### config.mk
export PLATFORM = sky130hd
export DESIGN_NAME = lav_front_flat
export DESIGN_NICKNAME = d
export VERILOG_FILES = /design/src/rtl/lav_pkg.sv /design/src/rtl/lav_if.sv /design/src/rtl/lav_front.sv /design/src/flat_wrapper.sv
export SDC_FILE = /design/constraint.sdc
export NUM_CORES = 1
export LEC_CHECK = 0
export BUFFER_PORTS_ARGS = -buffer_cell sky130_fd_sc_hd__buf_4
export CAP_MARGIN = 20
export CORE_AREA = 5 5 221 223
export DETAILED_ROUTE_END_ITERATION = 8
export DIE_AREA = 0 0 226 228
export PLACE_DENSITY = 0.71
export RECOVER_POWER = 100
export SYNTH_ARGS = -nofsm -noshare
export SYNTH_HDL_FRONTEND = slang
export SYNTH_SLANG_ARGS = --single-unit
### constraint.sdc
create_clock -name clk -period 31.4 [get_ports clk]
set_input_delay 3.14 -clock clk [delete_from_list [all_inputs] [get_ports clk]]
set_output_delay 3.14 -clock clk [all_outputs]
set_load 0.01 [all_outputs]
### src/rtl/lav_pkg.sv
package lav_pkg;

	// Width of the signed working vectors that are normalised.
	localparam int VW = 64;
	// Width of one Q1.14 axis component.
	localparam int QW = 16;
	// Depth of the queue between front and back.
	localparam int QDEPTH = 2;

	typedef logic signed [VW-1:0] vec_t;
	typedef logic signed [QW-1:0] axis_t;

	typedef enum logic [2:0] {
		N_IDLE,
		N_SCALE,
		N_SQUARE,
		N_ROOT,
		N_PREP,
		N_DIV,
		N_DONE
	} norm_state_t;

	typedef enum logic [2:0] {
		B_IDLE,
		B_NORM_Z,
		B_CROSS_X,
		B_NORM_X,
		B_CROSS_Y,
		B_NORM_Y,
		B_DOT,
		B_OUT
	} back_state_t;

	// Status of the word at the head of the queue.
	typedef struct packed {
		logic valid;
		logic look_zero;
	} item_flags_t;

	// Next and next-but-one index of a three component vector.
	function automatic logic [1:0] nxt1(input logic [1:0] i);
		case (i)
			2'd0: return 2'd1;
			2'd1: return 2'd2;
			default: return 2'd0;
		endcase
	endfunction

	function automatic logic [1:0] nxt2(input logic [1:0] i);
		case (i)
			2'd0: return 2'd2;
			2'd1: return 2'd0;
			default: return 2'd1;
		endcase
	endfunction

endpackage

### src/rtl/lav_if.sv
interface lav_cam_if #(parameter int COORD_WIDTH = 32);
	logic valid;
	logic ready;
	logic signed [COORD_WIDTH-1:0] pos_x;
	logic signed [COORD_WIDTH-1:0] pos_y;
	logic signed [COORD_WIDTH-1:0] pos_z;
	logic signed [COORD_WIDTH-1:0] look_x;
	logic signed [COORD_WIDTH-1:0] look_y;
	logic signed [COORD_WIDTH-1:0] look_z;
	logic signed [COORD_WIDTH-1:0] up_x;
	logic signed [COORD_WIDTH-1:0] up_y;
	logic signed [COORD_WIDTH-1:0] up_z;

	modport source (output valid, pos_x, pos_y, pos_z, look_x, look_y, look_z,
		up_x, up_y, up_z, input ready);
	modport sink (input valid, pos_x, pos_y, pos_z, look_x, look_y, look_z,
		up_x, up_y, up_z, output ready);
endinterface


### src/rtl/lav_front.sv
module lav_front #(
	parameter int COORD_WIDTH = 32
) (
	input  logic                          clk,
	input  logic                          arst_n,
	lav_cam_if.sink                       cam,
	input  logic                          pop,
	output lav_pkg::item_flags_t          head,
	output logic signed [COORD_WIDTH-1:0] head_pos [3],
	output logic signed [COORD_WIDTH-1:0] head_look [3],
	output logic signed [COORD_WIDTH-1:0] head_up [3]
);
	import lav_pkg::*;

	localparam int PTRW = $clog2(QDEPTH);

	logic signed [COORD_WIDTH-1:0] pos_q [QDEPTH][3];
	logic signed [COORD_WIDTH-1:0] look_q [QDEPTH][3];
	logic signed [COORD_WIDTH-1:0] up_q [QDEPTH][3];
	logic                          zero_q [QDEPTH];
	logic [PTRW-1:0]               wr_ptr_q;
	logic [PTRW-1:0]               rd_ptr_q;
	logic [PTRW:0]                 count_q;
	logic                          push;
	logic                          look_zero;

	assign cam.ready = (count_q != (PTRW+1)'(QDEPTH));
	assign push      = cam.valid && cam.ready;

	// Classify the word on entry: a zero look direction needs no arithmetic.
	assign look_zero = (cam.look_x == '0) && (cam.look_y == '0) && (cam.look_z == '0);

	// Queue storage.
	always_ff @(posedge clk) begin
		if (push) begin
			pos_q[wr_ptr_q]  <= '{cam.pos_x, cam.pos_y, cam.pos_z};
			look_q[wr_ptr_q] <= '{cam.look_x, cam.look_y, cam.look_z};
			up_q[wr_ptr_q]   <= '{cam.up_x, cam.up_y, cam.up_z};
			zero_q[wr_ptr_q] <= look_zero;
		end
	end

	// Queue pointers and fill level.
	always_ff @(posedge clk or negedge arst_n) begin
		if (!arst_n) begin
			wr_ptr_q <= '0;
			rd_ptr_q <= '0;
			count_q  <= '0;
		end else begin
			if (push) begin
				wr_ptr_q <= wr_ptr_q + 1'b1;
			end
			if (pop) begin
				rd_ptr_q <= rd_ptr_q + 1'b1;
			end
			count_q <= count_q + (PTRW+1)'(push) - (PTRW+1)'(pop);
		end
	end

	assign head.valid     = (count_q != '0);
	assign head.look_zero = zero_q[rd_ptr_q];
	assign head_pos       = pos_q[rd_ptr_q];
	assign head_look      = look_q[rd_ptr_q];
	assign head_up        = up_q[rd_ptr_q];

endmodule

### src/flat_wrapper.sv
// flat-port wrapper written by rule: the top's interface ports become plain ports
module lav_front_flat import lav_pkg::*;
#(
	parameter int COORD_WIDTH = 32
)
  (clk, arst_n, pop, head, head_pos, head_look, head_up, cam_valid, cam_pos_x, cam_pos_y, cam_pos_z, cam_look_x, cam_look_y, cam_look_z, cam_up_x, cam_up_y, cam_up_z, cam_ready);
  lav_cam_if #(.COORD_WIDTH(COORD_WIDTH)) cam_i ();
  input  logic clk;
  input  logic arst_n;
  input  logic pop;
  output lav_pkg::item_flags_t head;
  output logic signed [COORD_WIDTH-1:0] head_pos[3];
  output logic signed [COORD_WIDTH-1:0] head_look[3];
  output logic signed [COORD_WIDTH-1:0] head_up[3];
  input wire logic [$bits(cam_i.valid)-1:0] cam_valid;
  input wire logic [$bits(cam_i.pos_x)-1:0] cam_pos_x;
  input wire logic [$bits(cam_i.pos_y)-1:0] cam_pos_y;
  input wire logic [$bits(cam_i.pos_z)-1:0] cam_pos_z;
  input wire logic [$bits(cam_i.look_x)-1:0] cam_look_x;
  input wire logic [$bits(cam_i.look_y)-1:0] cam_look_y;
  input wire logic [$bits(cam_i.look_z)-1:0] cam_look_z;
  input wire logic [$bits(cam_i.up_x)-1:0] cam_up_x;
  input wire logic [$bits(cam_i.up_y)-1:0] cam_up_y;
  input wire logic [$bits(cam_i.up_z)-1:0] cam_up_z;
  output wire logic [$bits(cam_i.ready)-1:0] cam_ready;
  assign cam_i.valid = cam_valid;
  assign cam_i.pos_x = cam_pos_x;
  assign cam_i.pos_y = cam_pos_y;
  assign cam_i.pos_z = cam_pos_z;
  assign cam_i.look_x = cam_look_x;
  assign cam_i.look_y = cam_look_y;
  assign cam_i.look_z = cam_look_z;
  assign cam_i.up_x = cam_up_x;
  assign cam_i.up_y = cam_up_y;
  assign cam_i.up_z = cam_up_z;
  assign cam_ready = cam_i.ready;
  lav_front #(.COORD_WIDTH(COORD_WIDTH)) u_core (.clk(clk), .arst_n(arst_n), .cam(cam_i), .pop(pop), .head(head), .head_pos(head_pos), .head_look(head_look), .head_up(head_up));
endmodule
==> results of run 1 <==
critical path, delay by kind of cell:
kind / cells / cell delay (ns)
buf+inv: 2 / 6.73
simple gates: 1 / 2.05
placed cells by master, fill, tap and decap left out:
| master | instances |
|---|---|
| sky130_fd_sc_hd__edfxtp_1 | 578 |
| sky130_fd_sc_hd__clkbuf_1 | 431 |
| sky130_fd_sc_hd__mux2_2 | 240 |
| sky130_fd_sc_hd__clkbuf_4 | 121 |
| sky130_fd_sc_hd__clkbuf_16 | 59 |
| sky130_fd_sc_hd__buf_4 | 54 |
| sky130_fd_sc_hd__mux2_1 | 49 |
| sky130_fd_sc_hd__nor4_1 | 23 |
| sky130_fd_sc_hd__clkinv_1 | 11 |
| sky130_fd_sc_hd__clkinv_2 | 8 |
| sky130_fd_sc_hd__nand4_1 | 6 |
| sky130_fd_sc_hd__diode_2 | 5 |
| sky130_fd_sc_hd__bufinv_16 | 4 |
| sky130_fd_sc_hd__dfrtp_1 | 4 |
| sky130_fd_sc_hd__inv_1 | 3 |
| sky130_fd_sc_hd__xnor2_1 | 3 |
| sky130_fd_sc_hd__nand2_1 | 2 |
| sky130_fd_sc_hd__ha_1 | 2 |
| sky130_fd_sc_hd__inv_6 | 2 |
| sky130_fd_sc_hd__nor2_1 | 1 |
| sky130_fd_sc_hd__and3_1 | 1 |
| sky130_fd_sc_hd__or2_2 | 1 |
| sky130_fd_sc_hd__nor4_2 | 1 |
| sky130_fd_sc_hd__or4_1 | 1 |
| sky130_fd_sc_hd__nor3_1 | 1 |
| sky130_fd_sc_hd__xor2_1 | 1 |
| sky130_fd_sc_hd__clkinv_4 | 1 |
| sky130_fd_sc_hd__clkinvlp_4 | 1 |
cell families after synthesis:
group	synth area share
and+or+nand+nor	0.0111
DFF	0.824
buffers and inverters	0.00798
adders and majority gates	0.00118
xor gates and xnor gates	0.00165
muxes	0.154
sequential cells by signal, indices dropped and copies added, names as in the netlist:
register and cells:
u_core.wr_ptr_q 1, u_core.count_q 2, u_core.rd_ptr_q 1, u_core.zero_q 2, u_core.up_q 192, u_core.look_q 192, u_core.pos_q 192
power by group through the flow:
stage | logic (W) | clock network (W) | registers, W
after floorplan | 0.000448 | 0 | 0.00118
after detailed placement | 0.000844 | 0 | 0.00114
final | 0.000738 | 0.000647 | 0.00115
after CTS | 0.000850 | 0.000663 | 0.00112
after global routing | 0.000790 | 0.000699 | 0.00117
after global placement | 0.000846 | 0 | 0.00113
path summary, 6_finish.rpt:
path                              startpoint                   to  slack, ns  depth (start not counted)
min in group asynchronous             arst_n      u_core.wr_ptr_q       2.36                          1
max in group asynchronous             arst_n    u_core.count_q[1]      28.86                          1
hold reg to reg            u_core.count_q[1]    u_core.count_q[1]       0.49                          1
setup reg to reg           u_core.count_q[0]  u_core.pos_q[1][89]      21.35                          4
hold / removal             u_core.count_q[1]    u_core.count_q[1]       0.49                          1
setup / recovery                   cam_valid  u_core.pos_q[1][89]      19.21                          3
final cells by class:
class	count	area share
flip-flops and latches	582	0.661
multi-input cells	332	0.134
diodes	5	0.000473
clock buffers	74	0.0580
repair buffers	591	0.109
inverters	3	0.000426
well taps	607	0.0287
clock inverters	27	0.00890
per-layer routing:
metal / global-route usage / share of wire / vias to the layer above / routed length, um
li1: - / - / 5097 / -
met1: 0.221 / 0.36 / 5638 / 18900
met2: 0.334 / 0.50 / 510 / 26800
met3: 0.0795 / 0.11 / 93 / 5940
met4: 0.0732 / 0.027 / 10 / 1410
met5: 0 / 0.0014 / - / 72
metrics by stage:
step	cells	total power [W]
after floorplan	949	0.00163
after global placement	2114	0.00197
after detailed placement	2114	0.00198
after CTS	2215	0.00263
after global routing	2221	0.00266
final	2221	0.00254
==> reports/qor.log, run 1 <==
qor: power.power.share.combinational 0.291
qor: floorplan.die_width 226 um
qor: cells_and_area.post_synthesis_to_final_layout_area_growth 24.8%
qor: clock_network.tritoncts_num_sinks 582
qor: clock_network.clkSlewWorstSetupHoldPaths 0.06 ns
qor: logic_synthesis.yosysWarnings 0
qor: cells_and_area.drive_gt1_frac 0.306
qor: placement.pre_cts_worst_setup_slack 25.45 ns
qor: logic_synthesis.sequential_fraction_of_the_synthesis_area 0.824
qor: job.timing.max_cap.violations 10
qor: timing.final-setup-viol-count 0
qor: worst_setup_path.timing.critical_path.mode_cell sky130_fd_sc_hd__clkbuf_1
qor: route.ant_nets 0
qor: floorplan.fp.dieArea 51500 um^2
qor: timing.slew-limit-headroom -5.70
qor: clock_network.numCtsBuffers 57
qor: floorplan.rows 79
qor: worst_setup_path.timing.critical_path.from_type input pin
qor: worst_setup_path.crit_end_category flop
qor: worst_setup_path.path_cells clkbuf_1, and3_1, clkbuf_1
qor: route.detailroute.via_count 11.3k
qor: logic_synthesis.syn-cell-area 21200 um^2
qor: logic_synthesis.syn_area_per_cell 22.3 um^2
qor: min_path.hold_path_class reg -> reg
qor: timing.timing.final.crit_share 0.388
qor: floorplan.io-pin-count 583
qor: cells_and_area.final_design_area_no_fill 26400 um^2
qor: run_status.status complete, but fails checks
qor: timing.final.setup.worst_slack 19.21 ns
qor: logic_synthesis.yosys.area.top_type sky130_fd_sc_hd__edfxtp_1
qor: logic_synthesis.postSynth.topFlopCell sky130_fd_sc_hd__edfxtp_1
qor: cells_and_area.ff_latch_area 17500 um^2
qor: power.power.net_switching 0.000748 W
qor: worst_setup_path.cpMaxStageDelayCell sky130_fd_sc_hd__clkbuf_1
qor: logic_synthesis.synth_fp_nets 1243
qor: power.share_seq_of_total_power 0.454
qor: logic_synthesis.most_instantiated_library_cell_after_synthesis sky130_fd_sc_hd__edfxtp_1
qor: route.drcViolationCount 0
qor: logic_synthesis.synth_edf_count 578
qor: grt.first_global_vias 12.1k
qor: cells_and_area.multi_input_area 3540 um^2
qor: floorplan.fp.dieH 228 um
qor: clock_network.cts_max_path_buffers 3
qor: logic_synthesis.synth.top_cell.area_share 0.820
qor: power.internal_power 0.00179 W
qor: worst_setup_path.worst_ep_arrival_time 12.11 ns
qor: route.vias_per_cell 5.11
qor: route.drt_iter0_markers 793
qor: timing.final_hold_viol_count 0
qor: placement.place.gp.congestion 0.809
qor: timing.finClkSkew 0.0201 ns
qor: logic_synthesis.synth_async_sr_flop_share 0.00687
qor: cells_and_area.finalCoreUtilization 0.570
qor: clock_network.cts.repair_timing.setup_buffer_count 0
qor: logic_synthesis.synth.cells.most_frequent sky130_fd_sc_hd__edfxtp_1, sky130_fd_sc_hd__mux2_2, sky130_fd_sc_hd__buf_2
qor: clock_network.postCtsResizedCells 0
qor: floorplan.placeable_core_region 46400 um^2
qor: worst_setup_path.worstPathMaxFanout 163
qor: run_status.violations max-capacitance violations, max-slew violations
qor: power.switching_share 0.295
qor: logic_synthesis.synth_seq_cells 582
qor: logic_synthesis.syn_inst 949
qor: worst_setup_path.max_incr_delay_on_cp 6.60 ns
qor: timing.setup_repair_after_global_routing_missed_its_margin no
qor: grt.grt_max_degree 174
qor: cells_and_area.n_fill_cell 3839
qor: logic_synthesis.synth.distinct_cells 18
qor: clock_network.clk_latency 0.59 ns
qor: clock_network.tritoncts done
qor: grt.grt_usage 0.196
qor: timing.fin_crit 12.19 ns
qor: placement.dp.final_hpwl 37.2 mm
qor: floorplan.initial_utilization 0.457
qor: timing.fmax 0.0820 GHz
qor: grt.number_of_antenna_violations_at_the_first_check_in_global_routing 10
qor: timing.report.final.slew_viol_count 859
qor: placement.total_cell_area_at_the_placement_stage 26200 um^2
qor: placement.port-buffer-count 582
qor: route.finalWirelength 53.1 mm
qor: power.pwr_density_cell 96.0 nW/um^2
qor: power.power_leakage 8.80 nW
qor: power.clock_power_share 0.255
qor: route.dr_wl_cell 23.9 um
qor: grt.global_route.overflow_total 0
qor: logic_synthesis.post_synth_main_area_contributors sky130_fd_sc_hd__edfxtp_1, sky130_fd_sc_hd__mux2_2, sky130_fd_sc_hd__buf_2
qor: route.tritonroute_pass_1_iters 4
qor: worst_setup_path.critical_path_required 31.32 ns
qor: clock_network.cts_hold_buffers 0
qor: clock_network.cts-htree-levels 2
qor: clock_network.clock-root-buffer sky130_fd_sc_hd__clkbuf_16
qor: cells_and_area.nets 1861
qor: power.irDropWorstVdd 0.0808 mV
qor: grt.grt_first_pass_wirelength 75.2 mm
qor: worst_setup_path.setup.worst_path.class in -> reg
qor: timing.hold_slack 0.486 ns
qor: timing.final.setup.tns 0 ns
qor: timing.tightest_slew 10.05 ns
No activity file was read; power rests on OpenSTA's default activity.
==> inputs of run 2 (changes only) <==
--- a/config.mk
+++ b/config.mk
@@ -5,12 +5,13 @@
 export SDC_FILE = /design/constraint.sdc
 export NUM_CORES = 1
 export LEC_CHECK = 0
+export ABC_AREA = 1
 export BUFFER_PORTS_ARGS = -buffer_cell sky130_fd_sc_hd__buf_4
 export CAP_MARGIN = 20
-export CORE_AREA = 5 5 221 223
+export CORE_AREA = 5 5 222 224
 export DETAILED_ROUTE_END_ITERATION = 8
-export DIE_AREA = 0 0 226 228
-export PLACE_DENSITY = 0.71
+export DIE_AREA = 0 0 227 229
+export PLACE_DENSITY = 0.75
 export RECOVER_POWER = 100
 export SYNTH_ARGS = -nofsm -noshare
 export SYNTH_HDL_FRONTEND = slang
==> constraint.sdc (replaced) <==
create_clock -name clk -period 9.9 [get_ports clk]
set_input_delay 0.99 -clock clk [delete_from_list [all_inputs] [get_ports clk]]
set_output_delay 0.99 -clock clk [all_outputs]
set_load 0.01 [all_outputs]
==> run 2 against run 1 <==
Compared with the run above:
- hold slack worse by 0.25 ns
- critical endpoint is now u_core.pos_q[0][3]
- sequential share of layout area is 1.2 points lower
- synthesized cell count is 6.0% higher
- non-clock buffer count fell by 2
- combinational power rose to 3.1 times the previous value
- flip-flop and latch count unchanged
- largest power group unchanged
- first-iteration DRC count decreased by 11%
- area after synthesis up 2.7%
- cell area grew 1.9%
- the flow still finishes with violations (max-capacitance violations, max-slew violations)
- routed wire length hardly changed
- critical path depth rose by 1
- total power rose to 3.1 times the previous value
==> reports/qor.log, run 2 <==
qor: logic_synthesis.most_instantiated_library_cell_after_synthesis sky130_fd_sc_hd__edfxtp_1
qor: route.drcViolationCount 0
qor: timing.final.setup.tns 0 ns
qor: logic_synthesis.synth_seq_cells 582
qor: floorplan.initial_utilization 0.461
qor: grt.grt_first_pass_wirelength 74.7 mm
qor: clock_network.postCtsResizedCells 0
qor: timing.fin_crit 6.62 ns
qor: logic_synthesis.post_synth_main_area_contributors sky130_fd_sc_hd__edfxtp_1, sky130_fd_sc_hd__mux2_2, sky130_fd_sc_hd__mux2_4
qor: route.detailroute.wirelength.met3 5.41 mm
qor: clock_network.clock-root-buffer sky130_fd_sc_hd__clkbuf_16
qor: worst_setup_path.cpMaxStageDelayCell sky130_fd_sc_hd__clkbuf_1
qor: cells_and_area.final_design_area_no_fill 26900 um^2
qor: logic_synthesis.synth.cells.most_frequent sky130_fd_sc_hd__edfxtp_1, sky130_fd_sc_hd__mux2_2, sky130_fd_sc_hd__mux2_4
qor: route.routed-wl-met2 27.1 mm
qor: min_path.hold_path_class in -> async
qor: worst_setup_path.max_incr_delay_on_cp 3.28 ns
qor: clock_network.cts.repair_timing.setup_buffer_count 0
qor: clock_network.numCtsBuffers 57
qor: worst_setup_path.number_of_buffer_and_inverter_stages_on_the_critical_path 1
qor: timing.final-setup-viol-count 0
qor: clock_network.cts-htree-levels 2
qor: logic_synthesis.synth_edf_count 578
qor: power.power_leakage 9.25 nW
qor: worst_setup_path.path_cells nand2_1, nand2_1, nor2_1, clkbuf_1
qor: clock_network.tritoncts done
qor: logic_synthesis.synth.top_cell.area_share 0.798
qor: floorplan.rows 80
qor: logic_synthesis.yosysWarnings 0
qor: logic_synthesis.syn_inst 1006
qor: cells_and_area.drive_gt1_frac 0.309
qor: clock_network.cts_hold_buffers 0
qor: logic_synthesis.synth_fp_nets 1300
qor: clock_network.clkSlewWorstSetupHoldPaths 0.06 ns
qor: worst_setup_path.worst_ep_arrival_time 6.69 ns
qor: route.tritonroute_pass_1_iters 5
qor: grt.first_global_vias 12.3k
qor: cells_and_area.final_cell_mix sky130_fd_sc_hd__edfxtp_1, sky130_fd_sc_hd__clkbuf_1, sky130_fd_sc_hd__mux2_2, sky130_fd_sc_hd__clkbuf_4, sky130_fd_sc_hd__buf_4
qor: placement.total_cell_area_at_the_placement_stage 26800 um^2
qor: placement.pre_cts_worst_setup_slack 6.00 ns
qor: cells_and_area.top_regs u_core.look_q (192), u_core.pos_q (192), u_core.up_q (192)
qor: timing.tightest_slew 4.49 ns
qor: run_status.violations max-capacitance violations, max-slew violations
qor: route.vias_per_cell 5.01
qor: route.detailroute.via_count 11.4k
qor: clock_network.tritoncts_num_sinks 582
qor: timing.report.final.slew_viol_count 235
qor: floorplan.fp.dieArea 52000 um^2
qor: worst_setup_path.timing.critical_path.mode_cell sky130_fd_sc_hd__nand2_1
qor: timing.finClkSkew 0.0131 ns
qor: logic_synthesis.syn-cell-area 21700 um^2
qor: worst_setup_path.worstPathMaxFanout 80
qor: logic_synthesis.synth.distinct_cells 15
qor: power.irDropWorstVdd 0.239 mV
qor: timing.slew-limit-headroom -1.99
qor: worst_setup_path.regToRegSetupSlack 3.28 ns
qor: route.finalWirelength 53.1 mm
qor: grt.global_route.overflow_total 0
qor: worst_setup_path.path_delay_family buffers and inverters
qor: grt.number_of_antenna_violations_at_the_first_check_in_global_routing 12
qor: logic_synthesis.syn_area_per_cell 21.6 um^2
qor: floorplan.io-pin-count 583
qor: clock_network.cts_max_path_buffers 3
qor: route.top_layer_used met5
qor: cells_and_area.nets 1916
qor: logic_synthesis.synth_async_sr_flop_share 0.00687
qor: route.drt_iter0_markers 707
qor: worst_setup_path.crit_end_category flop
qor: timing.timing.final.crit_share 0.668
qor: timing.final_hold_viol_count 0
qor: job.timing.max_cap.violations 5
qor: placement.port-buffer-count 582
qor: placement.dp.final_hpwl 38.0 mm
qor: worst_setup_path.setup.worst_path.class reg -> reg
qor: clock_network.clk_latency 0.58 ns
qor: worst_setup_path.timing.critical_path.from_type flop
qor: route.wire_length_the_detailed_router_placed_on_met1 18.6 mm
qor: cells_and_area.finalCoreUtilization 0.571
qor: power.post-layout-total-power 0.00786 W
qor: route.dr_wl_cell 23.2 um
qor: logic_synthesis.sequential_fraction_of_the_synthesis_area 0.803
qor: route.ant_nets 0
qor: power.pwr_density_cell 292 nW/um^2
qor: logic_synthesis.postSynth.topFlopCell sky130_fd_sc_hd__edfxtp_1
qor: cells_and_area.post_synthesis_to_final_layout_area_growth 23.9%
qor: floorplan.placeable_core_region 47100 um^2
qor: timing.setup_repair_after_global_routing_missed_its_margin no
qor: grt.grt_max_degree 179
qor: timing.final.setup.worst_slack 3.28 ns
qor: placement.place.gp.congestion 0.844
qor: floorplan.die_width 227 um
qor: logic_synthesis.yosys.area.top_type sky130_fd_sc_hd__edfxtp_1
qor: cells_and_area.layout_commonest_cell sky130_fd_sc_hd__edfxtp_1
qor: floorplan.fp.dieH 229 um
qor: grt.grt_usage 0.193
qor: cells_and_area.n_fill_cell 3857
qor: run_status.status complete, but fails checks
qor: worst_setup_path.critical_path_required 9.97 ns
qor: timing.fmax 0.151 GHz
[run 2: changes by cell type after synthesis, sizes merged, moves of 2 or more]
cell	delta
buf	+2
clkbuf	-2
nand2	+22
nand4	-2
nor2	+64
nor4	-24
[run 2: cell type report]
cell class / instances / area (um^2) / share of cell area
clock buffers: 79 / 1540 / 0.0571
well taps: 615 / 769 / 0.0286
inverters: 4 / 15.0 / 0.000557
diodes: 6 / 15.0 / 0.000557
repair buffers: 589 / 3260 / 0.121
clock inverters: 24 / 201 / 0.00748
flip-flops and latches: 582 / 17500 / 0.648
multi-input cells: 388 / 3680 / 0.137
[run 2: per-layer routing]
metal / track usage / vias up
li1: - / 5183
met1: 0.212 / 5624
met2: 0.341 / 510
met5: 0 / -
met4: 0.0746 / 6
met3: 0.0713 / 126
[run 2: cells by family (layout without fill, tap and decap cells)]
kind of cell               count (synthesis)  count (layout)  share of synthesized area
DFF                                      582             582                      0.803
other                                      0               6                          0
muxes                                    289             289                      0.167
xor gates and xnor gates                   3               3                    0.00121
adders and majority gates                  2               2                    0.00115
buffers and inverters                     36             696                     0.0113
and+or+nand+nor                           94              94                     0.0168
[run 2: final timing paths]
| kind | start | endpoint | cells after the start |
|---|---|---|---|
| worst min-delay path | arst_n | u_core.wr_ptr_q | 1 |
| worst max register to register | u_core.count_q[1] | u_core.pos_q[0][3] | 4 |
| min in group clk | u_core.wr_ptr_q | u_core.wr_ptr_q | 2 |
| worst max-delay path | u_core.count_q[1] | u_core.pos_q[0][3] | 4 |
| max in group asynchronous | arst_n | u_core.count_q[1] | 1 |
| worst min register to register | u_core.wr_ptr_q | u_core.wr_ptr_q | 2 |
[run 2: report_power, final]
| part | total (W) | switching (W) | internal, W |
|---|---|---|---|
| clock network | 0.00203 | 0.000865 | 0.00116 |
| logic | 0.00228 | 0.00131 | 0.000965 |
| registers | 0.00356 | 0.000171 | 0.00339 |
[run 2: stage by stage]
step / hold WS [ns] / std cells
after floorplan: 0.506 / 1006
after global placement: 0.558 / 2178
after detailed placement: 0.575 / 2178
after CTS: 0.157 / 2281
after global routing: 0.213 / 2286
final: 0.232 / 2287
